===== src/design/drml_pkg.sv =====
`timescale 1ns / 1ps
// ----------------------------------------------------------------------------
// drml_pkg
// Shared types and constants of the dirty rectangle merge list.
// ----------------------------------------------------------------------------
package drml_pkg;

    // Default number of slots in the rectangle store.
    localparam int CAPACITY_DEF = 32;

    // Reset value of the max_rects register.
    localparam logic [5:0] MAX_RECTS_RST = 6'd32;

    // APB address width; register i sits at byte address 4*i.
    localparam int APB_AW = 3;

    // One stored rectangle: four signed edges, 64 bits in all.
    typedef struct packed {
        logic signed [15:0] l;
        logic signed [15:0] t;
        logic signed [15:0] r;
        logic signed [15:0] b;
    } t_rect;

    // Command codes carried in the mode field.
    typedef enum logic [1:0] {
        MODE_INVAL = 2'd0,
        MODE_CLEAR = 2'd1,
        MODE_LIST  = 2'd2
    } t_mode;

    // Result status codes.
    typedef enum logic [2:0] {
        ST_MERGED   = 3'd0,
        ST_APPENDED = 3'd1,
        ST_DROPPED  = 3'd2,
        ST_CLEARED  = 3'd3,
        ST_LISTED   = 3'd4,
        ST_EMPTY    = 3'd5
    } t_status;

    // Control sequencer states.
    typedef enum logic [2:0] {
        S_IDLE,
        S_SCAN,
        S_PLACE,
        S_RESULT,
        S_LIST
    } t_state;

endpackage


===== src/design/drml_if.sv =====
`timescale 1ns / 1ps
// ----------------------------------------------------------------------------
// drml_cmd_if / drml_res_if
// Valid/ready channels for commands into and results out of the merge list.
// ----------------------------------------------------------------------------

// Command channel: one transaction per invalidate, clear or list command.
interface drml_cmd_if;
    logic               valid;
    logic               ready;
    logic [1:0]         mode;
    logic signed [15:0] rect_left;
    logic signed [15:0] rect_top;
    logic signed [15:0] rect_right;
    logic signed [15:0] rect_bottom;

    modport source (
        output valid, mode, rect_left, rect_top, rect_right, rect_bottom,
        input  ready
    );
    modport sink (
        input  valid, mode, rect_left, rect_top, rect_right, rect_bottom,
        output ready
    );
endinterface

// Result channel: one or more transactions per invalidate, clear or list command; none for the unused mode code.
interface drml_res_if;
    logic               valid;
    logic               ready;
    logic [2:0]         status;
    logic [4:0]         entry_index;
    logic signed [15:0] out_left;
    logic signed [15:0] out_top;
    logic signed [15:0] out_right;
    logic signed [15:0] out_bottom;
    logic [5:0]         used_count;
    logic               last;

    modport source (
        output valid, status, entry_index, out_left, out_top, out_right,
               out_bottom, used_count, last,
        input  ready
    );
    modport sink (
        input  valid, status, entry_index, out_left, out_top, out_right,
               out_bottom, used_count, last,
        output ready
    );
endinterface


===== src/design/drml_store.sv =====
`timescale 1ns / 1ps
// ----------------------------------------------------------------------------
// drml_store
// Rectangle store: one write port, one read port with registered read data.
// ----------------------------------------------------------------------------
module drml_store
    import drml_pkg::*;
#(
    parameter int DEPTH = CAPACITY_DEF,
    parameter int AW    = (DEPTH > 1) ? $clog2(DEPTH) : 1
) (
    input  logic          i_clk,
    input  logic          i_we,
    input  logic [AW-1:0] i_waddr,
    input  t_rect         i_wdata,
    input  logic          i_re,
    input  logic [AW-1:0] i_raddr,
    output t_rect         o_rdata
);

    t_rect r_mem [DEPTH];
    t_rect r_rdata;

    // Write port; entries carry no reset and are valid only once written.
    always_ff @(posedge i_clk) begin
        if (i_we) begin
            r_mem[i_waddr] <= i_wdata;
        end
    end

    // Read port; the data holds between reads.
    always_ff @(posedge i_clk) begin
        if (i_re) begin
            r_rdata <= r_mem[i_raddr];
        end
    end

    assign o_rdata = r_rdata;

endmodule


===== src/design/dirty_rect_merge_list_top.sv =====
`timescale 1ns / 1ps
// ----------------------------------------------------------------------------
// dirty_rect_merge_list_top
// Keeps a list of dirty screen rectangles and merges new ones into it.
// ----------------------------------------------------------------------------
// An invalidate command scans the stored rectangles in slot order through the
// single read port of the rectangle store, one entry per cycle. The first
// entry that touches or overlaps the new rectangle is widened to the bounding
// box of both and written back; otherwise the rectangle is appended while the
// list is below its limit, or dropped. A match ends the scan early. A list
// command emits one entry per cycle while the result channel takes them.
// Commands are handled one at a time; a finished result sits in an output
// register, so the next command is accepted while it waits. Writing max_rects
// over APB empties the list.
// ----------------------------------------------------------------------------
module dirty_rect_merge_list_top
    import drml_pkg::*;
#(
    parameter int CAPACITY = CAPACITY_DEF
) (
    input  logic              i_clk,
    input  logic              i_rst_n,
    drml_cmd_if.sink          i_cmd,
    drml_res_if.source        o_res,
    input  logic              psel,
    input  logic              penable,
    input  logic              pwrite,
    input  logic [APB_AW-1:0] paddr,
    input  logic [31:0]       pwdata,
    output logic [31:0]       prdata,
    output logic              pready
);

    localparam int         AW    = (CAPACITY > 1) ? $clog2(CAPACITY) : 1;
    localparam logic [6:0] CAP_W = 7'(CAPACITY);

    t_state      r_state, n_state;
    t_mode       w_mode;
    t_rect       r_rect;
    logic [AW-1:0] r_idx;
    logic [5:0]  r_used;
    logic [5:0]  r_max;

    // Pending single result.
    t_status     r_res_status;
    logic [AW-1:0] r_res_idx;
    t_rect       r_res_rect;

    // Output register.
    logic        r_out_valid;
    t_status     r_out_status;
    logic [4:0]  r_out_idx;
    t_rect       r_out_rect;
    logic [5:0]  r_out_used;
    logic        r_out_last;

    logic        w_in_accept;
    logic        w_out_free;
    logic        w_cfg_wr;
    logic [6:0]  w_limit;
    logic        w_can_append;
    logic        w_scan_last;
    logic        w_touch;
    t_rect       w_merged;
    t_rect       w_rd_data;
    t_rect       w_in_rect;

    // Memory and sequencer strobes.
    logic          w_re;
    logic [AW-1:0] w_raddr;
    logic          w_we;
    logic [AW-1:0] w_waddr;
    t_rect         w_wdata;
    logic          w_in_ready;
    logic          w_load_res;
    logic          w_load_list;

    // Touch on one axis: the spans overlap or share an edge.
    function automatic logic axis_touch(
        input logic signed [15:0] nlo,
        input logic signed [15:0] nhi,
        input logic signed [15:0] elo,
        input logic signed [15:0] ehi
    );
        logic res;
        if (nlo < elo) begin
            res = (nhi >= elo);
        end else begin
            res = (ehi >= nlo);
        end
        return res;
    endfunction

    assign w_mode       = t_mode'(i_cmd.mode);
    assign w_in_accept  = i_cmd.valid && w_in_ready;
    assign w_out_free   = !r_out_valid || o_res.ready;
    assign w_cfg_wr     = psel && penable && pwrite && !paddr[2];
    assign w_limit      = ({1'b0, r_max} < CAP_W) ? {1'b0, r_max} : CAP_W;
    assign w_can_append = ({1'b0, r_used} < w_limit);
    assign w_scan_last  = ((7'(r_idx) + 7'd1) == {1'b0, r_used});
    assign w_in_rect    = '{l: i_cmd.rect_left, t: i_cmd.rect_top,
                            r: i_cmd.rect_right, b: i_cmd.rect_bottom};

    // Touch test and bounding box against the entry just read.
    always_comb begin
        w_touch    = axis_touch(r_rect.l, r_rect.r, w_rd_data.l, w_rd_data.r) &&
                     axis_touch(r_rect.t, r_rect.b, w_rd_data.t, w_rd_data.b);
        w_merged   = w_rd_data;
        if (r_rect.l < w_rd_data.l) w_merged.l = r_rect.l;
        if (r_rect.r > w_rd_data.r) w_merged.r = r_rect.r;
        if (r_rect.t < w_rd_data.t) w_merged.t = r_rect.t;
        if (r_rect.b > w_rd_data.b) w_merged.b = r_rect.b;
    end

    // Rectangle store.
    drml_store #(
        .DEPTH (CAPACITY),
        .AW    (AW)
    ) u_store (
        .i_clk   (i_clk),
        .i_we    (w_we),
        .i_waddr (w_waddr),
        .i_wdata (w_wdata),
        .i_re    (w_re),
        .i_raddr (w_raddr),
        .o_rdata (w_rd_data)
    );

    // Next-state logic of the sequencer.
    always_comb begin
        n_state = r_state;
        unique case (r_state)
            S_IDLE: begin
                if (w_in_accept) begin
                    case (w_mode)
                        MODE_INVAL: n_state = (r_used != 6'd0) ? S_SCAN : S_PLACE;
                        MODE_CLEAR: n_state = S_RESULT;
                        MODE_LIST:  n_state = (r_used != 6'd0) ? S_LIST : S_RESULT;
                        default:    n_state = S_IDLE;
                    endcase
                end
            end
            S_SCAN: begin
                if (w_touch) begin
                    n_state = S_RESULT;
                end else if (w_scan_last) begin
                    n_state = S_PLACE;
                end
            end
            S_PLACE: n_state = S_RESULT;
            S_RESULT: begin
                if (w_out_free) n_state = S_IDLE;
            end
            S_LIST: begin
                if (w_out_free && w_scan_last) n_state = S_IDLE;
            end
            default: n_state = S_IDLE;
        endcase
    end

    // Output logic of the sequencer: memory strobes and result loads.
    always_comb begin
        w_in_ready  = 1'b0;
        w_re        = 1'b0;
        w_raddr     = r_idx + AW'(1);
        w_we        = 1'b0;
        w_waddr     = r_idx;
        w_wdata     = w_merged;
        w_load_res  = 1'b0;
        w_load_list = 1'b0;
        unique case (r_state)
            S_IDLE: begin
                w_in_ready = 1'b1;
                w_raddr    = '0;
                w_re       = w_in_accept && (r_used != 6'd0) &&
                             ((w_mode == MODE_INVAL) || (w_mode == MODE_LIST));
            end
            S_SCAN: begin
                w_we = w_touch;
                w_re = !w_touch && !w_scan_last;
            end
            S_PLACE: begin
                w_we    = w_can_append;
                w_waddr = r_used[AW-1:0];
                w_wdata = r_rect;
            end
            S_RESULT: begin
                w_load_res = w_out_free;
            end
            S_LIST: begin
                w_load_list = w_out_free;
                w_re        = w_out_free && !w_scan_last;
            end
            default: begin
                w_in_ready = 1'b0;
            end
        endcase
    end

    // Sequencer state and list control.
    always_ff @(posedge i_clk) begin
        if (!i_rst_n) begin
            r_state <= S_IDLE;
            r_used  <= 6'd0;
            r_max   <= MAX_RECTS_RST;
        end else begin
            r_state <= n_state;
            if (w_cfg_wr) begin
                r_max  <= pwdata[5:0];
                r_used <= 6'd0;
            end else if (r_state == S_IDLE && w_in_accept && w_mode == MODE_CLEAR) begin
                r_used <= 6'd0;
            end else if (r_state == S_PLACE && w_can_append) begin
                r_used <= r_used + 6'd1;
            end
        end
    end

    // Command capture, scan index and pending result.
    always_ff @(posedge i_clk) begin
        if (r_state == S_IDLE && w_in_accept) begin
            r_rect       <= w_in_rect;
            r_idx        <= '0;
            r_res_idx    <= '0;
            r_res_rect   <= '0;
            r_res_status <= (w_mode == MODE_CLEAR) ? ST_CLEARED : ST_EMPTY;
        end
        if (w_re && r_state != S_IDLE) begin
            r_idx <= r_idx + AW'(1);
        end
        if (r_state == S_SCAN && w_touch) begin
            r_res_status <= ST_MERGED;
            r_res_idx    <= r_idx;
            r_res_rect   <= w_merged;
        end
        if (r_state == S_PLACE) begin
            r_res_rect <= r_rect;
            if (w_can_append) begin
                r_res_status <= ST_APPENDED;
                r_res_idx    <= r_used[AW-1:0];
            end else begin
                r_res_status <= ST_DROPPED;
                r_res_idx    <= '0;
            end
        end
    end

    // Output register valid flag.
    always_ff @(posedge i_clk) begin
        if (!i_rst_n) begin
            r_out_valid <= 1'b0;
        end else if (w_load_res || w_load_list) begin
            r_out_valid <= 1'b1;
        end else if (o_res.ready) begin
            r_out_valid <= 1'b0;
        end
    end

    // Output register payload.
    always_ff @(posedge i_clk) begin
        if (w_load_res) begin
            r_out_status <= r_res_status;
            r_out_idx    <= 5'(r_res_idx);
            r_out_rect   <= r_res_rect;
            r_out_used   <= r_used;
            r_out_last   <= 1'b1;
        end else if (w_load_list) begin
            r_out_status <= ST_LISTED;
            r_out_idx    <= 5'(r_idx);
            r_out_rect   <= w_rd_data;
            r_out_used   <= r_used;
            r_out_last   <= w_scan_last;
        end
    end

    assign i_cmd.ready       = w_in_ready;
    assign o_res.valid       = r_out_valid;
    assign o_res.status      = r_out_status;
    assign o_res.entry_index = r_out_idx;
    assign o_res.out_left    = r_out_rect.l;
    assign o_res.out_top     = r_out_rect.t;
    assign o_res.out_right   = r_out_rect.r;
    assign o_res.out_bottom  = r_out_rect.b;
    assign o_res.used_count  = r_out_used;
    assign o_res.last        = r_out_last;

    // APB read side; only max_rects is mapped.
    assign prdata = paddr[2] ? 32'd0 : {26'd0, r_max};
    assign pready = 1'b1;

endmodule


===== src/flat_wrapper.sv =====
// flat-port wrapper written by rule: the top's interface ports become plain ports
module dirty_rect_merge_list_top_flat import drml_pkg::*;
#(
    parameter int CAPACITY = CAPACITY_DEF
)
  (i_clk, i_rst_n, psel, penable, pwrite, paddr, pwdata, prdata, pready, i_cmd_valid, i_cmd_mode, i_cmd_rect_left, i_cmd_rect_top, i_cmd_rect_right, i_cmd_rect_bottom, i_cmd_ready, o_res_valid, o_res_status, o_res_entry_index, o_res_out_left, o_res_out_top, o_res_out_right, o_res_out_bottom, o_res_used_count, o_res_last, o_res_ready);
  drml_cmd_if i_cmd_i ();
  drml_res_if o_res_i ();
  input  logic i_clk;
  input  logic i_rst_n;
  input  logic psel;
  input  logic penable;
  input  logic pwrite;
  input  logic [APB_AW-1:0] paddr;
  input  logic [31:0] pwdata;
  output logic [31:0] prdata;
  output logic pready;
  input wire logic [$bits(i_cmd_i.valid)-1:0] i_cmd_valid;
  input wire logic [$bits(i_cmd_i.mode)-1:0] i_cmd_mode;
  input wire logic [$bits(i_cmd_i.rect_left)-1:0] i_cmd_rect_left;
  input wire logic [$bits(i_cmd_i.rect_top)-1:0] i_cmd_rect_top;
  input wire logic [$bits(i_cmd_i.rect_right)-1:0] i_cmd_rect_right;
  input wire logic [$bits(i_cmd_i.rect_bottom)-1:0] i_cmd_rect_bottom;
  output wire logic [$bits(i_cmd_i.ready)-1:0] i_cmd_ready;
  output wire logic [$bits(o_res_i.valid)-1:0] o_res_valid;
  output wire logic [$bits(o_res_i.status)-1:0] o_res_status;
  output wire logic [$bits(o_res_i.entry_index)-1:0] o_res_entry_index;
  output wire logic [$bits(o_res_i.out_left)-1:0] o_res_out_left;
  output wire logic [$bits(o_res_i.out_top)-1:0] o_res_out_top;
  output wire logic [$bits(o_res_i.out_right)-1:0] o_res_out_right;
  output wire logic [$bits(o_res_i.out_bottom)-1:0] o_res_out_bottom;
  output wire logic [$bits(o_res_i.used_count)-1:0] o_res_used_count;
  output wire logic [$bits(o_res_i.last)-1:0] o_res_last;
  input wire logic [$bits(o_res_i.ready)-1:0] o_res_ready;
  assign i_cmd_i.valid = i_cmd_valid;
  assign i_cmd_i.mode = i_cmd_mode;
  assign i_cmd_i.rect_left = i_cmd_rect_left;
  assign i_cmd_i.rect_top = i_cmd_rect_top;
  assign i_cmd_i.rect_right = i_cmd_rect_right;
  assign i_cmd_i.rect_bottom = i_cmd_rect_bottom;
  assign i_cmd_ready = i_cmd_i.ready;
  assign o_res_valid = o_res_i.valid;
  assign o_res_status = o_res_i.status;
  assign o_res_entry_index = o_res_i.entry_index;
  assign o_res_out_left = o_res_i.out_left;
  assign o_res_out_top = o_res_i.out_top;
  assign o_res_out_right = o_res_i.out_right;
  assign o_res_out_bottom = o_res_i.out_bottom;
  assign o_res_used_count = o_res_i.used_count;
  assign o_res_last = o_res_i.last;
  assign o_res_i.ready = o_res_ready;
  dirty_rect_merge_list_top #(.CAPACITY(CAPACITY)) u_core (.i_clk(i_clk), .i_rst_n(i_rst_n), .i_cmd(i_cmd_i), .o_res(o_res_i), .psel(psel), .penable(penable), .pwrite(pwrite), .paddr(paddr), .pwdata(pwdata), .prdata(prdata), .pready(pready));
endmodule

===== config.mk =====
export PLATFORM = sky130hd
export DESIGN_NAME = dirty_rect_merge_list_top_flat
export DESIGN_NICKNAME = d
export VERILOG_FILES = /design/src/design/drml_pkg.sv /design/src/design/drml_if.sv /design/src/design/drml_store.sv /design/src/design/dirty_rect_merge_list_top.sv /design/src/flat_wrapper.sv
export SDC_FILE = /design/constraint.sdc
export NUM_CORES = 2
export LEC_CHECK = 0
export ABC_CLOCK_PERIOD_IN_PS = 14300
export BUFFER_PORTS_ARGS = -buffer_cell sky130_fd_sc_hd__buf_4
export CORE_MARGIN = 10
export CORE_UTILIZATION = 35
export CTS_CLUSTER_SIZE = 20
export DETAILED_ROUTE_END_ITERATION = 10
export PLACE_DENSITY = 0.48
export SYNTH_ARGS = -nofsm -noshare
export SYNTH_HDL_FRONTEND = slang
export SYNTH_SLANG_ARGS = --single-unit
export TNS_END_PERCENT = 100

===== constraint.sdc =====
create_clock -name i_clk -period 14.3 [get_ports i_clk]
set_clock_uncertainty 0.1 [all_clocks]
set_input_delay 0 -clock i_clk [delete_from_list [all_inputs] [get_ports i_clk]]
set_output_delay 0 -clock i_clk [all_outputs]
set_load 0.05 [all_outputs]

; ---- Yosys cells after proc, flatten, opt, wreduce, memory -nomap -nowiden
; Memory sizes are Yosys's and may differ from the RTL's. A register that Yosys moved wholly into a read port is not among the register bits.
; Index checks and enable logic that the tools add are counted.
[word_totals]
inputBits = 108
output_inout_bits = 114
memories = 1
reg_bits = 236
word_cells = 131
ramBits = 2048
[op_classes]
magnitude_cmp = 10
add_sub_neg = 3
bitwise_logic = 1
eq_ne = 11
reduce_logical = 32
muxes = 50
[memory_table]
columns = memory, depth, word_bits, rd, rd_clocked_by_memory_dff, write_ports, line
row1 = u_core.u_store.r_mem, 32, 64, 1, 1, 1, drml_store.sv:21  ; t_rect r_mem [DEPTH];
[ops]
columns = cell, n
row1 = $mux 64, 6
row2 = $ge 16x16->1, 4
row3 = $mux 16, 4
row4 = $mux 5, 9
row5 = $mux 3, 12
row6 = $gt 16x16->1, 2
row7 = $lt 16x16->1, 2
row8 = $mux 6, 4
row9 = $logic_and 1x1->1, 15
row10 = $pmux 3 s5, 1
row11 = $mux 1, 9
row12 = $pmux 3 s3, 1
row13 = $eq 7x6->1, 1
row14 = $lt 6x7->1, 1
row15 = $add 5x1->6 const B, 1
row16 = $add 6x1->6 const B, 1
row17 = $eq 3x2->1 const B, 2
row18 = $lt 6x6->1 const B, 1
row19 = $ne 2x1->1 const B, 3
row20 = $reduce_bool 2->1, 3
row21 = $reduce_bool 3->1, 2
row22 = $reduce_bool 6->1, 1
row23 = $add 5x1->5 const B, 1
row24 = $logic_not 1->1, 4
row25 = 14 further kinds, 17

; ---- Depth between registers and ports, before layout
[depth]
depth_word = 8
depth_mapped = 16
depth_no_buf = 10

; ---- Cells and area by module
; Synthesis repeated with hierarchy kept, for this count alone.
[unflattened]
hier_cells = 4320
hier_area_um2 = 92975.4
[modules_own_cells]
columns = module, cells_per_inst, n_inst, area_each_um2, seq_area_each_um2
row1 = drml_store, 3097, 1, 79605.1, 63420.8
row2 = dirty_rect_merge_list_top, 1223, 1, 13370.3, 6916.6

; ---- Worst setup path before layout
; OpenSTA, ideal clock, no wires.
[synth_path]
path_kind = reg2reg
startpoint = reg, netlist name u_core.u_store.o_rdata[54]
endpoint = mem u_core.u_store.r_mem[14][0] in the netlist's numbering (enable)
path_slack_ps = 4733
period_less_slack_ps = 9567
path_buffers = 0
arrival_ps = 8801
path_stages_with_launch = 11
setup_time_ps = 666
t_required_ps = 13534
path_cell_list = edfxtp_1 -> inv_1 -> ha_1 -> a41o_1 -> a21oi_1 -> o31ai_1 -> a211oi_1 -> mux2_2 -> o32a_1 -> a31oi_1 -> nor4b_1
[synth_between]
elab_chain_len = 6
word_cells_on_any_way = 7
classes_between = order compare: 2 / mux: 4 / reduce/logical: 1
[synth_lines]
columns = item, line
row1 = $ge 16x16->1 / $lt 16x16->1 (equally long branches), "dirty_rect_merge_list_top.sv:87, dirty_rect_merge_list_top.sv:86"
row2 = $mux 1 (*), dirty_rect_merge_list_top.sv:86  ; if (nlo < elo) begin
row3 = $logic_and 1x1->1 (*), dirty_rect_merge_list_top.sv:106  ; w_touch = axis_touch(r_rect.l, r_rect.r, w_rd_data.l, w_rd_data.r) &&
row4 = $pmux 1 s2 (*), dirty_rect_merge_list_top.sv:171  ; unique case (r_state)
row5 = $mux 1 (*), drml_store.sv:26  ; if (i_we) begin
row6 = $mux 1 (not written as such) (*), drml_store.sv:27  ; r_mem[i_waddr] <= i_wdata;
row7 = end: declaration, drml_store.sv:21
; Mark *: on every way between the ends. The rest lies on a longest branch, timed or not.

; ---- Worst setup path in the final report
[layout_path]
startpoint = reg u_core.r_rect[34] in the netlist's numbering
endpoint = mem u_core.u_store.r_mem[14][47] in the netlist's numbering (enable)
[layout_between]
elab_chain_len = 6
word_cells_on_any_way = 7
classes_between = order compare: 2 / mux: 4 / reduce/logical: 1
[layout_lines]
columns = item, line
row1 = start: declaration, dirty_rect_merge_list_top.sv:39  ; t_rect r_rect;
row2 = start signal: assignment, dirty_rect_merge_list_top.sv:222  ; r_rect <= w_in_rect;
row3 = $ge 16x16->1 / $lt 16x16->1 (equally long branches), "dirty_rect_merge_list_top.sv:89, dirty_rect_merge_list_top.sv:86"
row4 = $mux 1 (*), dirty_rect_merge_list_top.sv:86
row5 = $logic_and 1x1->1 (*), dirty_rect_merge_list_top.sv:106
row6 = $pmux 1 s2 (*), dirty_rect_merge_list_top.sv:171
row7 = $mux 1 (*), drml_store.sv:26
row8 = $mux 1 (not written as such) (*), drml_store.sv:27
; Marks and branches as above.

==> results by group <==
Status
  • Run status: complete, no violations

Routing
  • Final WL: roughly 310000 µm
  • DRT antenna net count: 0
  • Initial DRC count: around 6500
  • Wire per inst: ~29 µm
  • Vias: 58113
  • Drt first pass iters: 6
  • Vias per cell: around 5.4
  • Detailed-route DRC error count: 0

GRT
  • Grt peak-use layer: met2
  • Met1 Use GR: between 20% and 30%
  • Initial antenna violation count: 31
  • First-pass GRT wire length: 434600 µm
  • Largest net degree at the start of global routing: between 150 and 200
  • Met3 usage: about 2.9%
  • Global route total overflow: 0
  • Number of global-route vias before repair: roughly 57000
  • Grt met2 use: between 30% and 40%
  • Total Routing Usage GR: about a fifth

STA
  • Fin Setup TNS: 0 ns
  • WHS: 0.05059 ns
  • Fmax achieved: between 150 and 200 MHz
  • Pins Over Slew Limit: 0
  • Slew headroom: 11.25%
  • Final Hold Viols: 0
  • Worst Max-Slew Pin Slew: between 1 and 1.5 ns
  • Final setup fails: 0
  • Unrepaired setup endpoints after global routing: false
  • Final WS setup: 8.035 ns
  • Minimum clock period: roughly 6.3 ns
  • Final Cycle Share: between 40% and 50%

Hold path
  • Worst hold-check path type: in2reg

Power and ir drop
  • Max IR drop VDD: around 0.24 mV
  • Leak: around 38 nW
  • Cell area power density: approximately 260 nW/µm²

Synthesis
  • Share of the yosys chip area belonging to registers: about 73%
  • Ys Warns: 0
  • Mean area per synthesized cell: about 15 µm²
  • Synthesized instance count: 6533
  • Main synth FF type: edfxtp_1
  • Yosys cell types: 70
  • Synth Register Bits: ~2300
  • Post-synth EDFFs: ~2300
  • Asr flop ratio synth: 0%
  • Synth Cell Area: 96660 µm²

Placed design
  • Pre-CTS setup slack: 8.114 ns
  • IO buf count: between 150 and 200
  • GP Congestion: 0.8176
  • Placed instance area: a little over 100000 µm²
  • Placed wire-length estimate: roughly 160000 µm

Clock network
  • CTS Buffer Depth: 4
  • Post-CTS resize count: 0
  • CTS tree: done
  • Clk Latency, worst-skew pair: between 0.9 and 1 ns
  • Root buf cell: clkbuf_16
  • Postcts setup bufs: 0
  • Clock transition at path regs: roughly 0.060 ns
  • Hold-fix buffers, CTS: ~160
  • H-tree depth: 4
  • Clock Sinks: roughly 2300
  • Num CTS Buffers: ~240

Worst setup path
  • Crit-path max FO: 32
  • Critical Path AT: 6.67 ns
  • CP Class: reg2reg
  • Req. time, crit path: ~15 ns
  • CP Capture Type: register
  • CP Launch Type: register

Die
  • Top-level I/O count: 222
  • Row count: ~190
  • Die area: between 200000 and 300000 µm²
  • Die H: around 550 µm
  • Starting Density: a little over a third
  • Die X: between 500 and 600 µm
  • Area of the core: 274300 µm²

Final layout
  • Area delta synth->final: 15.08%
  • Multi-input gate area: approximately 24000 µm²
  • Final Util: 40.54%
  • Fin area: approximately 110000 µm²
  • Filler Cell Count: about 25000
  • Share of cells above drive strength 1: between 15 and 20%
  • Total Nets Final: just over 7000
  • FF+latch area: approximately 70000 µm²

Flow run
  • Max-Cap Viols: 0
==> logic make-up after synthesis <==
group | synth area share (%)
other | 0.007769
DFF | 72.77
buffers and inverters | 2.691
xor gates and xnor gates | 0.1372
and+or+nand+nor | 10.79
AOI/OAI and AO/OA | 5.702
adders and majority gates | 1.735
muxes | 6.174
==> cell usage after synthesis, drive strengths merged (5+ instances only) <==
library cell / n / area [µm²]
edfxtp: 2331 / 70000
nand2: 1276 / 4790
xor2: 5 / 43.79
nor2b: 68 / 425.4
mux4: 198 / 4459
a32o: 18 / 180.2
a311oi: 27 / 236.5
a31oi: 193 / 1214
nand4: 22 / 137.6
o21ai: 204 / 1021
nand2b: 131 / 819.5
xnor2: 8 / 88.84
ha: 134 / 1677
buf: 220 / 1309
inv: 118 / 447.9
mux2: 126 / 1419
nor4: 11 / 68.82
a211oi: 28 / 210.2
and3: 170 / 1064
clkbuf: 225 / 844.6
nor3: 141 / 705.7
a21o: 32 / 240.2
o221ai: 80 / 700.7
mux2i: 9 / 90.09
and4: 5 / 43.79
nor2: 98 / 384.1
o211ai: 78 / 585.6
a211o: 10 / 87.58
or3: 83 / 519.3
dfxtp: 17 / 340.3
a21oi: 146 / 730.7
nand3: 265 / 1326
==> flip-flops by register name (all words and copies together) (netlist names) <==
name,cells
u_core.o_res.valid,1
u_core.r_rect,64
u_core.o_res.out_bottom,16
u_core.r_idx,5
u_core.o_res.status,3
u_core.u_store.r_mem,2048
u_core.o_res.entry_index,5
u_core.r_res_status,3
u_core.u_store.o_rdata,64
u_core.o_res.out_top,16
u_core.r_res_rect,64
u_core.o_res.last,1
u_core.r_max,6
u_core.r_used,6
u_core.r_res_idx,5
u_core.o_res.used_count,6
u_core.r_state,3
u_core.o_res.out_right,16
u_core.o_res.out_left,16
==> path summary, 6_finish.rpt <==
kind | start | end | slack [ns] | cells after the start
max | u_core.r_rect[34]$_DFFE_PP_ | u_core.u_store.r_mem[14][47]$_DFFE_PP_ | 8.04 | 12
min | i_rst_n | u_core.r_used[0]$_SDFFE_PP0P_ | 0.05 | 4
max reg2reg | u_core.r_rect[34]$_DFFE_PP_ | u_core.u_store.r_mem[14][47]$_DFFE_PP_ | 8.04 | 12
min reg2reg | u_core.r_res_status[2]$_SDFFCE_PP0P_ | u_core.o_res.status[2]$_SDFFCE_PN1P_ | 0.42 | 1
==> stage by stage <==
stage / instances / power (mW)
finish: 10743 / 28.78
global route: 10736 / 30.19
CTS: 10735 / 28.93
detailed placement: 10134 / 22.94
global placement: 10134 / 22.78
floorplan: 6558 / 18.21
==> report_power, final <==
group	switching [mW]	total [mW]	internal [mW]
Sequential	0.347	10.8	10.4
Combinational	8.61	12.1	3.48
Clock	2.65	5.94	3.29
==> layout make-up <==
class,count,area share (%)
Sequential cell,2348,63.23
Tap cell,3686,4.146
Antenna cell,8,0.01800
Clock inverter,119,0.6952
Multi-Input combinational cell,3647,21.82
Inverter,118,0.4094
Clock buffer,320,5.848
Timing Repair Buffer,497,3.831
==> cells in the final DEF (no fill, tap or decap), drive strengths merged, types with 9 or more instances in the layout <==
| cell type | n |
|---|---|
| nand4 | 22 |
| nor2b | 68 |
| inv | 122 |
| conb | 27 |
| clkbuf | 320 |
| dfxtp | 17 |
| a211o | 10 |
| nand2 | 1276 |
| nor3 | 141 |
| a21oi | 146 |
| o21ai | 204 |
| nor2 | 98 |
| nor4 | 11 |
| a311oi | 27 |
| o221ai | 80 |
| or3 | 83 |
| a32o | 18 |
| mux4 | 198 |
| a211oi | 28 |
| and3 | 170 |
| nand2b | 131 |
| mux2 | 126 |
| ha | 134 |
| edfxtp | 2331 |
| nand3 | 265 |
| buf | 335 |
| a21o | 32 |
| o211ai | 78 |
| dlygate4sd3 | 162 |
| a31oi | 193 |
| mux2i | 9 |
| clkinv | 106 |
==> critical path: stages, from the launching register on <==
cell,delay (ns)
edfxtp_1,0.48
ha_1,0.34
a211o_1,0.27
a31oi_1,0.23
o221ai_1,0.25
a211o_1,0.41
o31ai_1,0.24
o32a_1,0.57
a31oi_2,0.14
buf_4,0.26
nor4b_2,0.94
buf_4,0.76
buf_4,0.72
==> layer usage <==
layer  vias up  routed length [µm]
li1      25427                   -
met1     30227              136300
met2      2059              143100
met3       394               20340
met4         6                6946
met5         -                  41
Power figures use the tool's default switching activity.
